<file path="src/rtl/tpcc_pkg.sv">
// Shared types, codes and constants of the tilt pointer and click controller.
`default_nettype none

package tpcc_pkg;

	localparam int TILT_FRAC_BITS_DEF = 12;
	localparam int QUEUE_DEPTH_DEF    = 2;
	localparam int CFG_INDEX_W        = 3;

	localparam logic [14:0] DEAD_ZONE_RST  = 15'd819;
	localparam logic [15:0] CLICK_MIN_RST  = 16'd20;
	localparam logic [15:0] LONG_CLICK_RST = 16'd500;
	localparam logic [31:0] IDLE_SLEEP_RST = 32'd30000;

	localparam logic [4:0] BTN_LEFT  = 5'd1;
	localparam logic [4:0] BTN_RIGHT = 5'd2;

	typedef enum logic [CFG_INDEX_W-1:0] {
		CFG_DEAD_ZONE  = 3'd0,
		CFG_CLICK_MIN  = 3'd1,
		CFG_LONG_CLICK = 3'd2,
		CFG_IDLE_SLEEP = 3'd3,
		CFG_INVERT     = 3'd4
	} cfg_idx_t;

	typedef enum logic [1:0] {
		CLICK_NONE  = 2'd0,
		CLICK_LEFT  = 2'd1,
		CLICK_RIGHT = 2'd2
	} click_t;

	typedef enum logic [1:0] {
		PH_MOTION  = 2'd0,
		PH_PRESS   = 2'd1,
		PH_RELEASE = 2'd2
	} phase_t;

	typedef struct packed {
		logic signed [15:0] tilt_x;
		logic signed [15:0] tilt_y;
		logic               button_down;
		logic [31:0]        now_ms;
		logic               link_up;
	} sample_t;

	typedef struct packed {
		logic              send_report;
		logic [4:0]        button_bits;
		logic signed [7:0] step_x;
		logic signed [7:0] step_y;
		logic [24:0]       led_mask;
		logic              sleep_now;
		logic              last_result;
	} result_t;

	typedef struct packed {
		logic [14:0] dead_zone;
		logic [15:0] click_min_ms;
		logic [15:0] long_click_ms;
		logic [31:0] idle_sleep_ms;
		logic        invert_mode;
	} cfg_t;

	// classified sample, as handed from front to back
	typedef struct packed {
		logic              link_up;
		logic              moved;
		logic signed [7:0] step_x;
		logic signed [7:0] step_y;
		logic [24:0]       arrow_led;
		click_t            click;
		logic [24:0]       click_led;
		logic              sleep_now;
	} cmd_t;

endpackage

`default_nettype wire

</file>
<file path="src/rtl/tpcc_front.sv">
// Front end: takes samples, computes steps and clicks, keeps press and activity state.
`default_nettype none

module tpcc_front
	import tpcc_pkg::*;
#(
	parameter int TILT_FRAC_BITS = TILT_FRAC_BITS_DEF
) (
	input  wire logic    clk,
	input  wire logic    arst_n,
	input  wire cfg_t    cfg,
	input  wire logic    sample_valid,
	output logic         sample_stall,
	input  wire sample_t sample_item,
	output logic         push,
	output cmd_t         push_data,
	input  wire logic    full
);

	logic [31:0]       last_activity_q;
	logic [31:0]       press_start_q;
	logic              press_active_q;

	logic signed [7:0] x, y;
	logic              moved;
	logic              release_now;
	logic [31:0]       held;
	click_t            click;
	logic [31:0]       last_act_new;
	logic [31:0]       idle;
	logic              accept;

	function automatic logic signed [7:0] tilt_step(input logic signed [15:0] v,
		input logic [14:0] dz);
		logic signed [16:0] vs;
		logic signed [16:0] dzs;
		logic signed [16:0] mag_s;
		logic               pos;
		logic               neg;
		logic [19:0]        prod;
		logic [19:0]        q;
		logic [7:0]         m8;
		vs    = {v[15], v};
		dzs   = {2'b00, dz};
		pos   = vs > dzs;
		neg   = vs < -dzs;
		mag_s = pos ? (vs - dzs) : (-vs - dzs);
		prod  = {4'b0000, mag_s[15:0]} * 20'd10;
		q     = prod >> TILT_FRAC_BITS;
		m8    = (q >= 20'd127) ? 8'd127 : (q[7:0] + 8'd1);
		if (pos) begin
			return m8;
		end else if (neg) begin
			return -m8;
		end
		return 8'sd0;
	endfunction

	function automatic logic [24:0] px(input int i);
		return 25'd1 << i;
	endfunction

	function automatic logic [24:0] arrow_mask(input logic signed [7:0] h,
		input logic signed [7:0] v);
		logic [24:0] m;
		m = px(12);
		if (h < 0) begin
			if (v < 0) m |= px(0) | px(6);
			else if (v > 0) m |= px(16) | px(20);
			else m |= px(10) | px(11);
		end else if (h > 0) begin
			if (v < 0) m |= px(8) | px(4);
			else if (v > 0) m |= px(18) | px(24);
			else m |= px(13) | px(14);
		end else begin
			if (v < 0) m |= px(2) | px(7);
			else if (v > 0) m |= px(17) | px(22);
		end
		return m;
	endfunction

	function automatic logic [24:0] click_mask(input logic left_side);
		logic [24:0] m;
		m = px(2) | px(7) | px(12) | px(17) | px(22);
		if (left_side) m |= px(5) | px(10) | px(15) | px(1) | px(21);
		else m |= px(9) | px(14) | px(19) | px(3) | px(23);
		return m;
	endfunction

	always_comb begin
		x           = tilt_step(sample_item.tilt_x, cfg.dead_zone);
		y           = tilt_step(sample_item.tilt_y, cfg.dead_zone);
		moved       = (x != 8'sd0) || (y != 8'sd0);
		release_now = !sample_item.button_down && press_active_q;
		held        = sample_item.now_ms - press_start_q;
		click       = CLICK_NONE;
		if (release_now) begin
			if (held >= {16'd0, cfg.long_click_ms}) click = CLICK_RIGHT;
			else if (held >= {16'd0, cfg.click_min_ms}) click = CLICK_LEFT;
		end
		if (moved || sample_item.button_down || release_now) begin
			last_act_new = sample_item.now_ms;
		end else begin
			last_act_new = last_activity_q;
		end
		idle = sample_item.now_ms - last_act_new;

		push_data.link_up   = sample_item.link_up;
		push_data.moved     = moved;
		push_data.step_x    = cfg.invert_mode ? -x : x;
		push_data.step_y    = cfg.invert_mode ? -y : y;
		push_data.arrow_led = arrow_mask(x, y);
		push_data.click     = click;
		push_data.click_led = click_mask(cfg.invert_mode ^ (click == CLICK_LEFT));
		push_data.sleep_now = idle >= cfg.idle_sleep_ms;
	end

	assign sample_stall = full;
	assign accept       = sample_valid && !full;
	assign push         = accept;

	always_ff @(posedge clk or negedge arst_n) begin
		if (!arst_n) begin
			last_activity_q <= '0;
			press_start_q   <= '0;
			press_active_q  <= 1'b0;
		end else if (accept) begin
			last_activity_q <= last_act_new;
			if (sample_item.button_down) begin
				if (!press_active_q) begin
					press_active_q <= 1'b1;
					press_start_q  <= sample_item.now_ms;
				end
			end else if (press_active_q) begin
				press_active_q <= 1'b0;
				press_start_q  <= '0;
			end
		end
	end

endmodule

`default_nettype wire

</file>
<file path="src/rtl/tpcc_fifo.sv">
// Short queue of classified samples between front and back.
`default_nettype none

module tpcc_fifo
	import tpcc_pkg::*;
#(
	parameter int DEPTH = QUEUE_DEPTH_DEF
) (
	input  wire logic clk,
	input  wire logic arst_n,
	input  wire logic push,
	input  wire cmd_t push_data,
	output logic      full,
	input  wire logic pop,
	output cmd_t      head,
	output logic      head_valid
);

	localparam int PTR_W = (DEPTH > 1) ? $clog2(DEPTH) : 1;
	localparam int CNT_W = $clog2(DEPTH + 1);

	cmd_t             mem_q [DEPTH];
	logic [PTR_W-1:0] wr_ptr_q;
	logic [PTR_W-1:0] rd_ptr_q;
	logic [CNT_W-1:0] count_q;
	logic             do_push;
	logic             do_pop;

	function automatic logic [PTR_W-1:0] bump(input logic [PTR_W-1:0] p);
		return (p == PTR_W'(DEPTH - 1)) ? '0 : p + PTR_W'(1);
	endfunction

	assign full       = count_q == CNT_W'(DEPTH);
	assign head_valid = count_q != '0;
	assign head       = mem_q[rd_ptr_q];
	assign do_push    = push && !full;
	assign do_pop     = pop && head_valid;

	always_ff @(posedge clk) begin
		if (do_push) begin
			mem_q[wr_ptr_q] <= push_data;
		end
	end

	always_ff @(posedge clk or negedge arst_n) begin
		if (!arst_n) begin
			wr_ptr_q <= '0;
			rd_ptr_q <= '0;
			count_q  <= '0;
		end else begin
			if (do_push) wr_ptr_q <= bump(wr_ptr_q);
			if (do_pop) rd_ptr_q <= bump(rd_ptr_q);
			if (do_push && !do_pop) count_q <= count_q + CNT_W'(1);
			else if (do_pop && !do_push) count_q <= count_q - CNT_W'(1);
		end
	end

endmodule

`default_nettype wire

</file>
<file path="src/rtl/tpcc_back.sv">
// Back end: expands a classified sample into its results behind an output register.
`default_nettype none

module tpcc_back
	import tpcc_pkg::*;
(
	input  wire logic clk,
	input  wire logic arst_n,
	input  wire cmd_t head,
	input  wire logic head_valid,
	output logic      pop,
	output logic      result_valid,
	input  wire logic result_stall,
	output result_t   result_item
);

	phase_t  phase_q;
	phase_t  phase_d;
	logic    out_valid_q;
	result_t out_q;
	result_t res;
	logic    load;

	assign load = head_valid && (!out_valid_q || !result_stall);

	always_comb begin
		res     = '0;
		phase_d = phase_q;
		case (phase_q)
			PH_MOTION: begin
				res.send_report = head.moved && head.link_up;
				res.step_x      = head.step_x;
				res.step_y      = head.step_y;
				res.led_mask    = head.arrow_led;
				res.last_result = head.click == CLICK_NONE;
			end
			PH_PRESS: begin
				res.send_report = head.link_up;
				res.button_bits = (head.click == CLICK_RIGHT) ? BTN_RIGHT : BTN_LEFT;
				res.led_mask    = head.click_led;
			end
			PH_RELEASE: begin
				res.send_report = head.link_up;
				res.led_mask    = head.click_led;
				res.last_result = 1'b1;
			end
			default: begin
				res.last_result = 1'b1;
			end
		endcase
		res.sleep_now = res.last_result && head.sleep_now;
		pop           = load && res.last_result;
		if (load) begin
			if (res.last_result) begin
				phase_d = PH_MOTION;
			end else if (phase_q == PH_MOTION) begin
				phase_d = PH_PRESS;
			end else begin
				phase_d = PH_RELEASE;
			end
		end
	end

	always_ff @(posedge clk or negedge arst_n) begin
		if (!arst_n) begin
			phase_q     <= PH_MOTION;
			out_valid_q <= 1'b0;
		end else begin
			phase_q <= phase_d;
			if (load) out_valid_q <= 1'b1;
			else if (!result_stall) out_valid_q <= 1'b0;
		end
	end

	always_ff @(posedge clk) begin
		if (load) out_q <= res;
	end

	assign result_valid = out_valid_q;
	assign result_item  = out_q;

endmodule

`default_nettype wire

</file>
<file path="src/rtl/tilt_pointer_click_controller_core.sv">
// Top level of the tilt pointer and click controller.
// Usage:
//  - sample channel (sample_valid / sample_stall / sample_item) takes one sensor
//    sample per cycle while the internal queue has room.
//  - result channel (result_valid / result_stall / result_item) gives one motion
//    result per sample, followed by a press and a release result when a button
//    release completes a click; last_result marks the final one of a sample.
//  - cfg channel (cfg_valid / cfg_ready / cfg_index / cfg_data) writes registers
//    0..4 (dead zone, click min, long click, idle sleep, invert); other indexes
//    are dropped. cfg_ready is always high. Write only while the block is idle.
// Path: an accepted sample is written into the queue, then loaded into the output register.
// Throughput: one sample per cycle while result_stall is low; a click sample holds the
//    result register for its three results in turn, through the single output register.
// Reset: registers return to their defaults, press and activity state clear,
//    queue and output empty.
// When result_stall is high the result holds; the queue absorbs up to
//    QUEUE_DEPTH samples before sample_stall rises.
`default_nettype none

module tilt_pointer_click_controller_core
	import tpcc_pkg::*;
#(
	parameter int TILT_FRAC_BITS = TILT_FRAC_BITS_DEF,
	parameter int QUEUE_DEPTH    = QUEUE_DEPTH_DEF
) (
	input  wire logic                   clk,
	input  wire logic                   arst_n,
	input  wire logic                   sample_valid,
	output logic                        sample_stall,
	input  wire sample_t                sample_item,
	output logic                        result_valid,
	input  wire logic                   result_stall,
	output result_t                     result_item,
	input  wire logic                   cfg_valid,
	output logic                        cfg_ready,
	input  wire logic [CFG_INDEX_W-1:0] cfg_index,
	input  wire logic [31:0]            cfg_data
);

	cfg_t cfg_q;
	logic push;
	cmd_t push_data;
	logic full;
	logic pop;
	cmd_t head;
	logic head_valid;

	assign cfg_ready = 1'b1;

	always_ff @(posedge clk or negedge arst_n) begin
		if (!arst_n) begin
			cfg_q.dead_zone     <= DEAD_ZONE_RST;
			cfg_q.click_min_ms  <= CLICK_MIN_RST;
			cfg_q.long_click_ms <= LONG_CLICK_RST;
			cfg_q.idle_sleep_ms <= IDLE_SLEEP_RST;
			cfg_q.invert_mode   <= 1'b0;
		end else if (cfg_valid && cfg_ready) begin
			case (cfg_idx_t'(cfg_index))
				CFG_DEAD_ZONE:  cfg_q.dead_zone     <= cfg_data[14:0];
				CFG_CLICK_MIN:  cfg_q.click_min_ms  <= cfg_data[15:0];
				CFG_LONG_CLICK: cfg_q.long_click_ms <= cfg_data[15:0];
				CFG_IDLE_SLEEP: cfg_q.idle_sleep_ms <= cfg_data;
				CFG_INVERT:     cfg_q.invert_mode   <= cfg_data[0];
				default: begin
				end
			endcase
		end
	end

	tpcc_front #(
		.TILT_FRAC_BITS(TILT_FRAC_BITS)
	) u_front (
		.clk         (clk),
		.arst_n      (arst_n),
		.cfg         (cfg_q),
		.sample_valid(sample_valid),
		.sample_stall(sample_stall),
		.sample_item (sample_item),
		.push        (push),
		.push_data   (push_data),
		.full        (full)
	);

	tpcc_fifo #(
		.DEPTH(QUEUE_DEPTH)
	) u_fifo (
		.clk       (clk),
		.arst_n    (arst_n),
		.push      (push),
		.push_data (push_data),
		.full      (full),
		.pop       (pop),
		.head      (head),
		.head_valid(head_valid)
	);

	tpcc_back u_back (
		.clk         (clk),
		.arst_n      (arst_n),
		.head        (head),
		.head_valid  (head_valid),
		.pop         (pop),
		.result_valid(result_valid),
		.result_stall(result_stall),
		.result_item (result_item)
	);

	// a taken non-final result is followed at once by the next one of its sample
	a_click_no_gap: assert property (@(posedge clk) disable iff (!arst_n)
		result_valid && !result_stall && !result_item.last_result |=> result_valid)
		else $error("click results not back to back");

	// a press result is followed by the final zero-button release result
	a_press_then_release: assert property (@(posedge clk) disable iff (!arst_n)
		result_valid && !result_stall && (result_item.button_bits != 5'd0)
		|=> result_valid && (result_item.button_bits == 5'd0) && result_item.last_result)
		else $error("press result not followed by release");

	// an accepted sample that finds the output empty passes the queue and reaches the output register
	a_sample_latency: assert property (@(posedge clk) disable iff (!arst_n)
		sample_valid && !sample_stall && !result_valid |=> ##1 result_valid)
		else $error("accepted sample did not reach the output");

	// queue holds work only while the output side is busy or about to load
	a_queue_drains: assert property (@(posedge clk) disable iff (!arst_n)
		head_valid |=> result_valid)
		else $error("queued item not presented");

endmodule

`default_nettype wire

</file>
<file path="config.mk">
export PLATFORM = sky130hd
export DESIGN_NAME = tilt_pointer_click_controller_core
export DESIGN_NICKNAME = d
export VERILOG_FILES = /design/src/rtl/tpcc_pkg.sv /design/src/rtl/tpcc_front.sv /design/src/rtl/tpcc_fifo.sv /design/src/rtl/tpcc_back.sv /design/src/rtl/tilt_pointer_click_controller_core.sv
export SDC_FILE = /design/constraint.sdc
export NUM_CORES = 1
export LEC_CHECK = 0
export BUFFER_PORTS_ARGS = -buffer_cell sky130_fd_sc_hd__buf_2
export CAP_MARGIN = 10
export CORE_ASPECT_RATIO = 0.5
export CORE_UTILIZATION = 45
export CTS_CLUSTER_SIZE = 10
export DETAILED_ROUTE_END_ITERATION = 16
export PLACE_DENSITY = 0.61
export SETUP_SLACK_MARGIN = 0.15
export SKIP_CTS_REPAIR_TIMING = 1
export SLEW_MARGIN = 20
export SYNTH_ARGS = -nofsm -noshare
export SYNTH_HDL_FRONTEND = slang
export SYNTH_SLANG_ARGS = --single-unit
</file>
<file path="constraint.sdc">
create_clock -name clk -period 27.4 [get_ports clk]
set_input_delay 5.48 -clock clk [delete_from_list [all_inputs] [get_ports clk]]
set_output_delay 5.48 -clock clk [all_outputs]
set_load 0.01 [all_outputs]
</file>
==> results.py, run 1 <==
metrics = {
    "grt": {
        "track_usage": 0.2290,
        "grt_pass1_wl_mm": 93.27,
        "grt_overflow": 0,
        "grt_max_degree": 95,
        "grt_pass1_vias": 17783,
        "antenna_found_initial": 3,
    },
    "drt": {
        "drc": 0,
        "wl_per_cell_um": 17.69,
        "wirelength_mm": 57.59,
        "first_iter_violations": 851,
        "first_pass_iters": 5,
        "ant_nets": 0,
        "vias": 18228,
        "viasPerCell": 5.600,
    },
    "critical_path": {
        "path_max_fanout": 37,
        "start_kind": "primary input",
        "cp.arrival_ns": 20.05,
        "crit_slowest_cell": "nand4_4",
        "crit_type": "primary input to flop",
        "crit_path_end_kind": "flop",
        "slowest_delay_ns": 0.85,
        "worstPathRequired_ns": 27.71,
    },
    "timing": {
        "period_share": 0.7206,
        "tns_ns": 0,
        "finalHoldViolations": 0,
        "grt_setup_unrepaired": "no",
        "skew_ns": 0.01883,
        "worst-slew-pin-transition_ns": 1.017,
        "fmax_mhz": 50.65,
        "relSlewSlack": 0.3127,
        "min_period_ns": 19.74,
        "drv_slew": 0,
        "finalSetupViolations": 0,
    },
    "die": {
        "io_pins": 158,
        "die_h_um": 159.1,
        "die-area_sq_um": 50290,
        "dieWidth_um": 316.1,
        "initial_core_util": 0.4565,
        "coreArea_sq_um": 48640,
        "num_rows": 57,
    },
    "logic_synthesis": {
        "netlist.area_leader.share": 0.1741,
        "yosysTopAreaCell": "ha_1",
        "syn_area_sq_um": 22200,
        "synth_area_per_cell_sq_um": 9.026,
        "yosysWarnings": 0,
        "ys_seq_area_frac": 0.3023,
        "ys_async_sr_fraction": 0.6129,
        "synth_area_leaders": "ha_1 17%, dfrtp_1 15%, edfxtp_1 13%",
        "synth_flop_cell": "dfrtp_1",
        "synth_edf_count": 96,
        "syn_inst": 2460,
        "synth_seq_cells": 248,
        "yosysUniqueCellTypes": 93,
    },
    "finish": {
        "drive_gt1_frac": 0.1359,
        "area_growth_pct": 10.39,
        "mostFrequentLayoutCells": "309 x ha_1, 219 x inv_1, 183 x nor2_1",
        "fin_nets": 3001,
        "nFillCells": 4648,
        "layout_commonest_cell": "ha_1",
    },
    "clocking": {
        "clk_latency_ns": 0.58,
        "clk_pin_slew_worst_paths_ns": 0.06,
        "cts_buffer_depth": 3,
        "cts_tree": "built",
        "root_buffer": "clkbuf_16",
        "cts_sinks": 248,
        "cts-buffers-inserted": 30,
        "ctsHtreeMaxLevel": 1,
    },
    "worst_hold_path": {
        "min_path_type": "flop to flop",
    },
    "placement": {
        "dp_hpwl_mm": 45.27,
        "portBuffers": 153,
        "gp_congestion": 0.9304,
    },
    "job": {
        "maxCapViolCount": 0,
    },
    "outcome": {
        "status": "finished, final reports clean",
    },
}
## synth_stat cells, drive strengths merged, types with 62 or more instances
library cell,instances
edfxtp,96
o21ai,182
nand2,154
a21o,71
mux2i,68
inv,219
nor2,188
xnor2,94
mux2,77
a21oi,145
dfrtp,131
ha,309
nand3,62
## through the flow
step	std cells	setup slack [ns]	hold slack, ns	area (sq um)	utilization
2_1_floorplan	2462	9.264	0.4507	22210	-
3_3_place_gp	3196	7.675	0.4696	23550	0.4841
3_5_place_dp	3197	7.178	0.4768	23570	0.4845
4_1_cts	3253	7.739	0.4922	24500	0.5037
5_1_grt	3255	6.416	0.5200	24510	0.5039
6_report	3255	7.657	0.4945	24510	0.5039
## metal layers
layer	track usage	vias to the layer above	part of all wire
li1	-	9116	-
met1	0.3198	8718	0.49
met2	0.3867	330	0.47
met3	0.02019	64	0.032
met4	0.04458	0	0.017
met5	0	-	0
## final timing paths
kind,slack [ns],to,from,cells past startpoint
worst max-delay path,7.66,u_fifo.mem_q[0][0]$_DFFE_PP_,sample_item[50],60
worst min register to register,0.49,u_fifo.count_q[1]$_DFFE_PN0P_,u_fifo.count_q[1]$_DFFE_PN0P_,1
worst min-delay path,0.49,u_fifo.count_q[1]$_DFFE_PN0P_,u_fifo.count_q[1]$_DFFE_PN0P_,1
min in group asynchronous,5.00,cfg_q[18]$_DFFE_PN0P_,arst_n,1
worst max register to register,12.15,u_fifo.mem_q[0][0]$_DFFE_PP_,cfg_q[70]$_DFFE_PN1P_,57
max in group asynchronous,21.03,cfg_q[75]$_DFFE_PN0P_,arst_n,2
## area by class of cell
cell class / count / area (sq um) / area share
timing repair buffer: 164 / 867.1 / 0.03538
inverter: 220 / 825.8 / 0.03369
multi-input combinational: 1916 / 14350 / 0.5856
tap: 649 / 812.0 / 0.03313
sequential: 248 / 6713 / 0.2739
antenna: 2 / 5.005 / 0.0002042
clock inverter: 3 / 26.28 / 0.001072
clock buffer: 53 / 907.1 / 0.03701
## critical path, delay by kind of cell
family                     cells  cell delay, ns
and+or+nand+nor               14            3.86
xor gates and xnor gates       1            0.17
AOI/OAI and AO/OA             28            6.31
muxes                          1            0.47
adders and majority gates     10            3.02
buffers and inverters          6            0.70
## state kept, by name, summed over array words and instances (netlist names)
register,cells
u_front.last_activity_q,32
u_fifo.wr_ptr_q,1
u_back.result_valid,1
u_front.press_start_q,32
u_front.press_active_q,1
u_fifo.count_q,2
u_back.phase_q,2
cfg_q,80
u_back.result_item,34
u_fifo.mem_q,62
u_fifo.rd_ptr_q,1
## cells by family after synthesis
group	count (synthesis)	synth area share
multiplexers	145	0.06971
AND/OR/NAND/NOR	689	0.1562
other	2	0.0003382
AO/OA/AOI/OAI	629	0.1857
adder cells (fa/ha/maj)	315	0.1795
flip-flops	248	0.3023
buffers and inverters	298	0.05336
XOR/XNOR	134	0.05286
Power of run 1 is left out: the tool's default activity adds up to more than one toggle a clock period on the data nets, which glitch-free logic cannot reach.
==> inputs of run 2 (changes only) <==
PLACE_DENSITY = 0.64   (was 0.61)
clock period = 16.4 ns   (was 27.4 ns; I/O delays follow)
==> run 2 against run 1 <==
Net effect:
- non-clock buffer count rose by 18
- register-to-register slack got worse by 8.7 ns
- count of clock-buffer cells in the layout decreased by 4
- via count is 0.66% higher
- hold slack improved by 0.0085 ns
- critical path depth down 3
- routed wire length rose by 0.77%
- design area rose by 0.80%
- global-route usage is essentially flat
- die area did not move
- utilization increased by 0.40 points
- clock skew up 0.015 ns
- critical endpoint unchanged
- largest cell class unchanged
==> results.py, run 2 (synthesis gave the netlist of run 1 again) <==
metrics = {
    "outcome": {
        "status": "finished, final reports clean",
    },
    "finish": {
        "regMostFlops": "cfg_q",
        "nFillCells": 4564,
        "drive_gt1_frac": 0.1473,
        "layout_commonest_cell": "ha_1",
        "final_area_sq_um": 24700,
        "mostFrequentLayoutCells": "309 x ha_1, 219 x inv_1, 181 x nor2_1",
        "area_growth_pct": 11.26,
        "fin_nets": 3019,
        "largest_reg_flops": 80,
    },
    "clocking": {
        "clk_pin_slew_worst_paths_ns": 0.06,
        "ctsHtreeMaxLevel": 1,
        "cts-buffers-inserted": 30,
        "root_buffer": "clkbuf_16",
        "cts_tree": "built",
        "cts_buffer_depth": 3,
        "cts_sinks": 248,
        "clk_latency_ns": 0.60,
    },
    "critical_path": {
        "crit_type": "primary input to flop",
        "crit_slowest_cell": "o311a_1",
        "start_kind": "primary input",
        "cp.arrival_ns": 15.48,
        "slowest_delay_ns": 0.51,
        "worstPathRequired_ns": 16.70,
        "crit_path_end_kind": "flop",
        "path_max_fanout": 22,
    },
    "drt": {
        "drc": 0,
        "wirelength_mm": 58.04,
        "wl_per_cell_um": 17.73,
        "ant_nets": 0,
        "viasPerCell": 5.606,
        "first_pass_iters": 5,
        "vias": 18349,
        "first_iter_violations": 962,
    },
    "die": {
        "num_rows": 57,
        "coreArea_sq_um": 48640,
        "io_pins": 158,
        "dieWidth_um": 316.1,
        "die-area_sq_um": 50290,
        "initial_core_util": 0.4565,
        "die_h_um": 159.1,
    },
    "grt": {
        "global_route.usage.met3": 0.01823,
        "antenna_found_initial": 2,
        "grt_pass1_vias": 18084,
        "track_usage": 0.2293,
        "grt_overflow": 0,
        "grt-busiest-layer": "met2",
        "grt_pass1_wl_mm": 94.56,
        "grt_max_degree": 86,
        "grt_util_met2": 0.3950,
        "grtUsageMet1": 0.3170,
    },
    "placement": {
        "dpl_cell_area_sq_um": 23660,
        "dp_hpwl_mm": 45.64,
        "portBuffers": 153,
        "gp_congestion": 0.9224,
    },
    "timing": {
        "relSlewSlack": 0.3515,
        "finalSetupViolations": 0,
        "skew_ns": 0.03335,
        "tns_ns": 0,
        "worst-slew-pin-transition_ns": 0.9597,
        "period_share": 0.9254,
        "min_period_ns": 15.18,
        "finalHoldViolations": 0,
        "fmax_mhz": 65.89,
        "drv_slew": 0,
        "grt_setup_unrepaired": "no",
    },
    "job": {
        "maxCapViolCount": 0,
    },
    "worst_hold_path": {
        "min_path_type": "flop to flop",
    },
}
[run 2: area by class of cell]
class | instances | area (sq um) | area share
antenna | 3 | 7.507 | 0.0003039
clock buffer | 49 | 832.0 | 0.03368
inverter | 220 | 825.8 | 0.03343
multi-input combinational | 1916 | 14450 | 0.5850
sequential | 248 | 6713 | 0.2717
timing repair buffer | 182 | 1005 | 0.04067
tap | 649 | 812.0 | 0.03287
clock inverter | 6 | 57.56 | 0.002330
[run 2: routing by layer]
| metal | part of all wire | wire, um |
|---|---|---|
| met1 | 0.48 | 27590 |
| met2 | 0.47 | 27550 |
| met3 | 0.035 | 2006 |
| met4 | 0.015 | 891 |
| met5 | 0 | 0 |
[run 2: worst max-delay path: cells and delay by family]
family	cells	cell delay, ns
and+or+nand+nor	15	2.57
muxes	1	0.14
AOI/OAI and AO/OA	26	6.24
xor gates and xnor gates	1	0.16
adders and majority gates	7	2.07
buffers and inverters	7	0.97
[run 2: path summary, 6_finish.rpt]
| path | cells past startpoint | slack, ns | start | to |
|---|---|---|---|---|
| max in group asynchronous | 2 | 12.15 | arst_n | u_front.press_start_q[9]$_DFFE_PN0P_ |
| min in group asynchronous | 1 | 2.77 | arst_n | u_front.press_start_q[13]$_DFFE_PN0P_ |
| worst min-delay path | 2 | 0.50 | u_front.press_start_q[31]$_DFFE_PN0P_ | u_front.press_start_q[31]$_DFFE_PN0P_ |
| worst min register to register | 2 | 0.50 | u_front.press_start_q[31]$_DFFE_PN0P_ | u_front.press_start_q[31]$_DFFE_PN0P_ |
| worst max register to register | 65 | 3.45 | cfg_q[67]$_DFFE_PN0P_ | u_fifo.mem_q[0][0]$_DFFE_PP_ |
| worst max-delay path | 57 | 1.22 | sample_item[50] | u_fifo.mem_q[0][0]$_DFFE_PP_ |
[run 2: through the flow]
step	hold slack, ns	instances	setup WS (ns)	utilization
after floorplan	0.4507	2462	0.4637	-
after global placement	0.4698	3210	0.4454	0.4862
after detailed placement	0.4867	3211	0.2701	0.4865
after CTS	0.5018	3266	0.8405	0.5048
after global routing	0.5233	3272	0.1609	0.5079
final	0.5030	3273	1.223	0.5079
Power of run 2 is left out for the same reason.
==> inputs of run 3 (changes only) <==
BUFFER_PORTS_ARGS = not set   (was -buffer_cell sky130_fd_sc_hd__buf_2)
DONT_BUFFER_PORTS = 1   (was not set)
PLACE_DENSITY = 0.61   (was 0.64)
==> run 3 against run 2 <==
Net effect:
- first-iteration DRC count up 11%
- cell count down 4.9%
- flip-flop and latch count unchanged
- routed wire length down 1.7%
- critical endpoint is now u_fifo.mem_q[1][0]$_DFFE_PP_
- largest cell class unchanged
==> results.py, run 3 (synthesis gave the netlist of run 1 again) <==
metrics = {
    "outcome": {
        "status": "finished, final reports clean",
    },
    "grt": {
        "track_usage": 0.2262,
        "grt_overflow": 0,
        "grt_max_degree": 153,
        "grt_pass1_wl_mm": 92.12,
        "grt_pass1_vias": 17111,
        "antenna_found_initial": 2,
    },
    "timing": {
        "finalHoldViolations": 0,
        "min_period_ns": 15.16,
        "fmax_mhz": 65.96,
        "relSlewSlack": 0.2889,
        "worst-slew-pin-transition_ns": 1.053,
        "finalSetupViolations": 0,
        "period_share": 0.9244,
        "tns_ns": 0,
        "grt_setup_unrepaired": "no",
        "drv_slew": 0,
        "skew_ns": 0.01620,
    },
    "critical_path": {
        "crit_path_end_kind": "flop",
        "worstPathRequired_ns": 16.71,
        "start_kind": "primary input",
        "crit_family": "compound AO/OA/AOI/OAI gates",
        "cp_num_buf_inv": 3,
        "slowest_delay_ns": 0.53,
        "cpMostUsedCell": "ha_1",
        "path_max_fanout": 8,
        "crit_type": "primary input to flop",
        "cp.arrival_ns": 15.46,
        "crit_slowest_cell": "or3b_2",
    },
    "clocking": {
        "cts_tree": "built",
        "cts-buffers-inserted": 29,
        "clk_pin_slew_worst_paths_ns": 0.06,
        "cts_sinks": 248,
        "clk_latency_ns": 0.57,
        "root_buffer": "clkbuf_16",
        "cts_buffer_depth": 3,
        "ctsHtreeMaxLevel": 1,
    },
    "drt": {
        "first_pass_iters": 5,
        "ant_nets": 0,
        "viasPerCell": 5.704,
        "wirelength_mm": 57.08,
        "wl_per_cell_um": 18.34,
        "drc": 0,
        "first_iter_violations": 1072,
        "vias": 17750,
    },
    "die": {
        "die_h_um": 159.1,
        "initial_core_util": 0.4565,
        "dieWidth_um": 316.1,
        "die-area_sq_um": 50290,
        "coreArea_sq_um": 48640,
        "num_rows": 57,
        "io_pins": 158,
    },
    "worst_hold_path": {
        "min_path_type": "flop to flop",
    },
    "placement": {
        "portBuffers": 0,
        "dp_hpwl_mm": 44.83,
        "gp_congestion": 0.9566,
    },
    "finish": {
        "regMostFlops": "cfg_q",
        "fin_nets": 2862,
        "largest_reg_flops": 80,
        "layout_commonest_cell": "ha_1",
        "area_growth_pct": 7.247,
        "antennaDiodeCount": 0,
        "drive_gt1_frac": 0.08973,
        "mostFrequentLayoutCells": "308 x ha_1, 219 x inv_1, 184 x nor2_1",
    },
    "job": {
        "maxCapViolCount": 0,
    },
}
[run 3: stage by stage]
step | hold WS (ns) | instances | cell area [sq um] | worst slack (ns) | utilization
after floorplan | 0.4507 | 2462 | 22210 | 0.4637 | -
after global placement | 0.4741 | 3055 | 22860 | 0.5855 | 0.4700
after detailed placement | 0.4834 | 3055 | 22860 | 0.3923 | 0.4700
after CTS | 0.4954 | 3108 | 23710 | 0.9293 | 0.4874
after global routing | 0.5164 | 3112 | 23810 | 0.1362 | 0.4896
final | 0.4962 | 3112 | 23810 | 1.240 | 0.4896
[run 3: path summary, 6_finish.rpt]
path | startpoint | to | slack, ns | cells after the start
max | sample_item[52] | u_fifo.mem_q[1][0]$_DFFE_PP_ | 1.24 | 63
min | u_fifo.count_q[1]$_DFFE_PN0P_ | u_fifo.count_q[1]$_DFFE_PN0P_ | 0.50 | 1
max reg2reg | cfg_q[66]$_DFFE_PN1P_ | u_fifo.mem_q[1][0]$_DFFE_PP_ | 3.16 | 63
min reg2reg | u_fifo.count_q[1]$_DFFE_PN0P_ | u_fifo.count_q[1]$_DFFE_PN0P_ | 0.50 | 1
max in group asynchronous | arst_n | cfg_q[73]$_DFFE_PN1P_ | 13.63 | 0
min in group asynchronous | arst_n | u_front.last_activity_q[15]$_DFFE_PN0P_ | 2.42 | 0
[run 3: per-layer routing]
metal	up-vias	routed length, um	global-route usage
li1	8853	-	-
met1	8497	27190	0.3168
met2	335	26410	0.3755
met3	65	2301	0.02540
met4	0	1183	0.04677
met5	-	0	0
[run 3: area by class of cell]
cell class / count / area, sq um
Fill cell: 4683 / 24830
Tap cell: 649 / 812.0
Sequential cell: 248 / 6713
Inverter: 220 / 825.8
Clock buffer: 50 / 814.5
Multi-Input combinational cell: 1917 / 14430
Clock inverter: 3 / 30.03
Timing Repair Buffer: 25 / 187.7
[run 3: worst register-to-register path, delay by kind of cell, from the launching register on]
family | cells | cell delay, ns
AO/OA/AOI/OAI | 25 | 4.96
AND/OR/NAND/NOR | 23 | 3.83
adder cells (fa/ha/maj) | 9 | 2.63
flip-flops | 1 | 0.62
buffers and inverters | 3 | 0.37
XOR/XNOR | 2 | 0.32
multiplexers | 1 | 0.26
Power of run 3 is left out for the same reason.
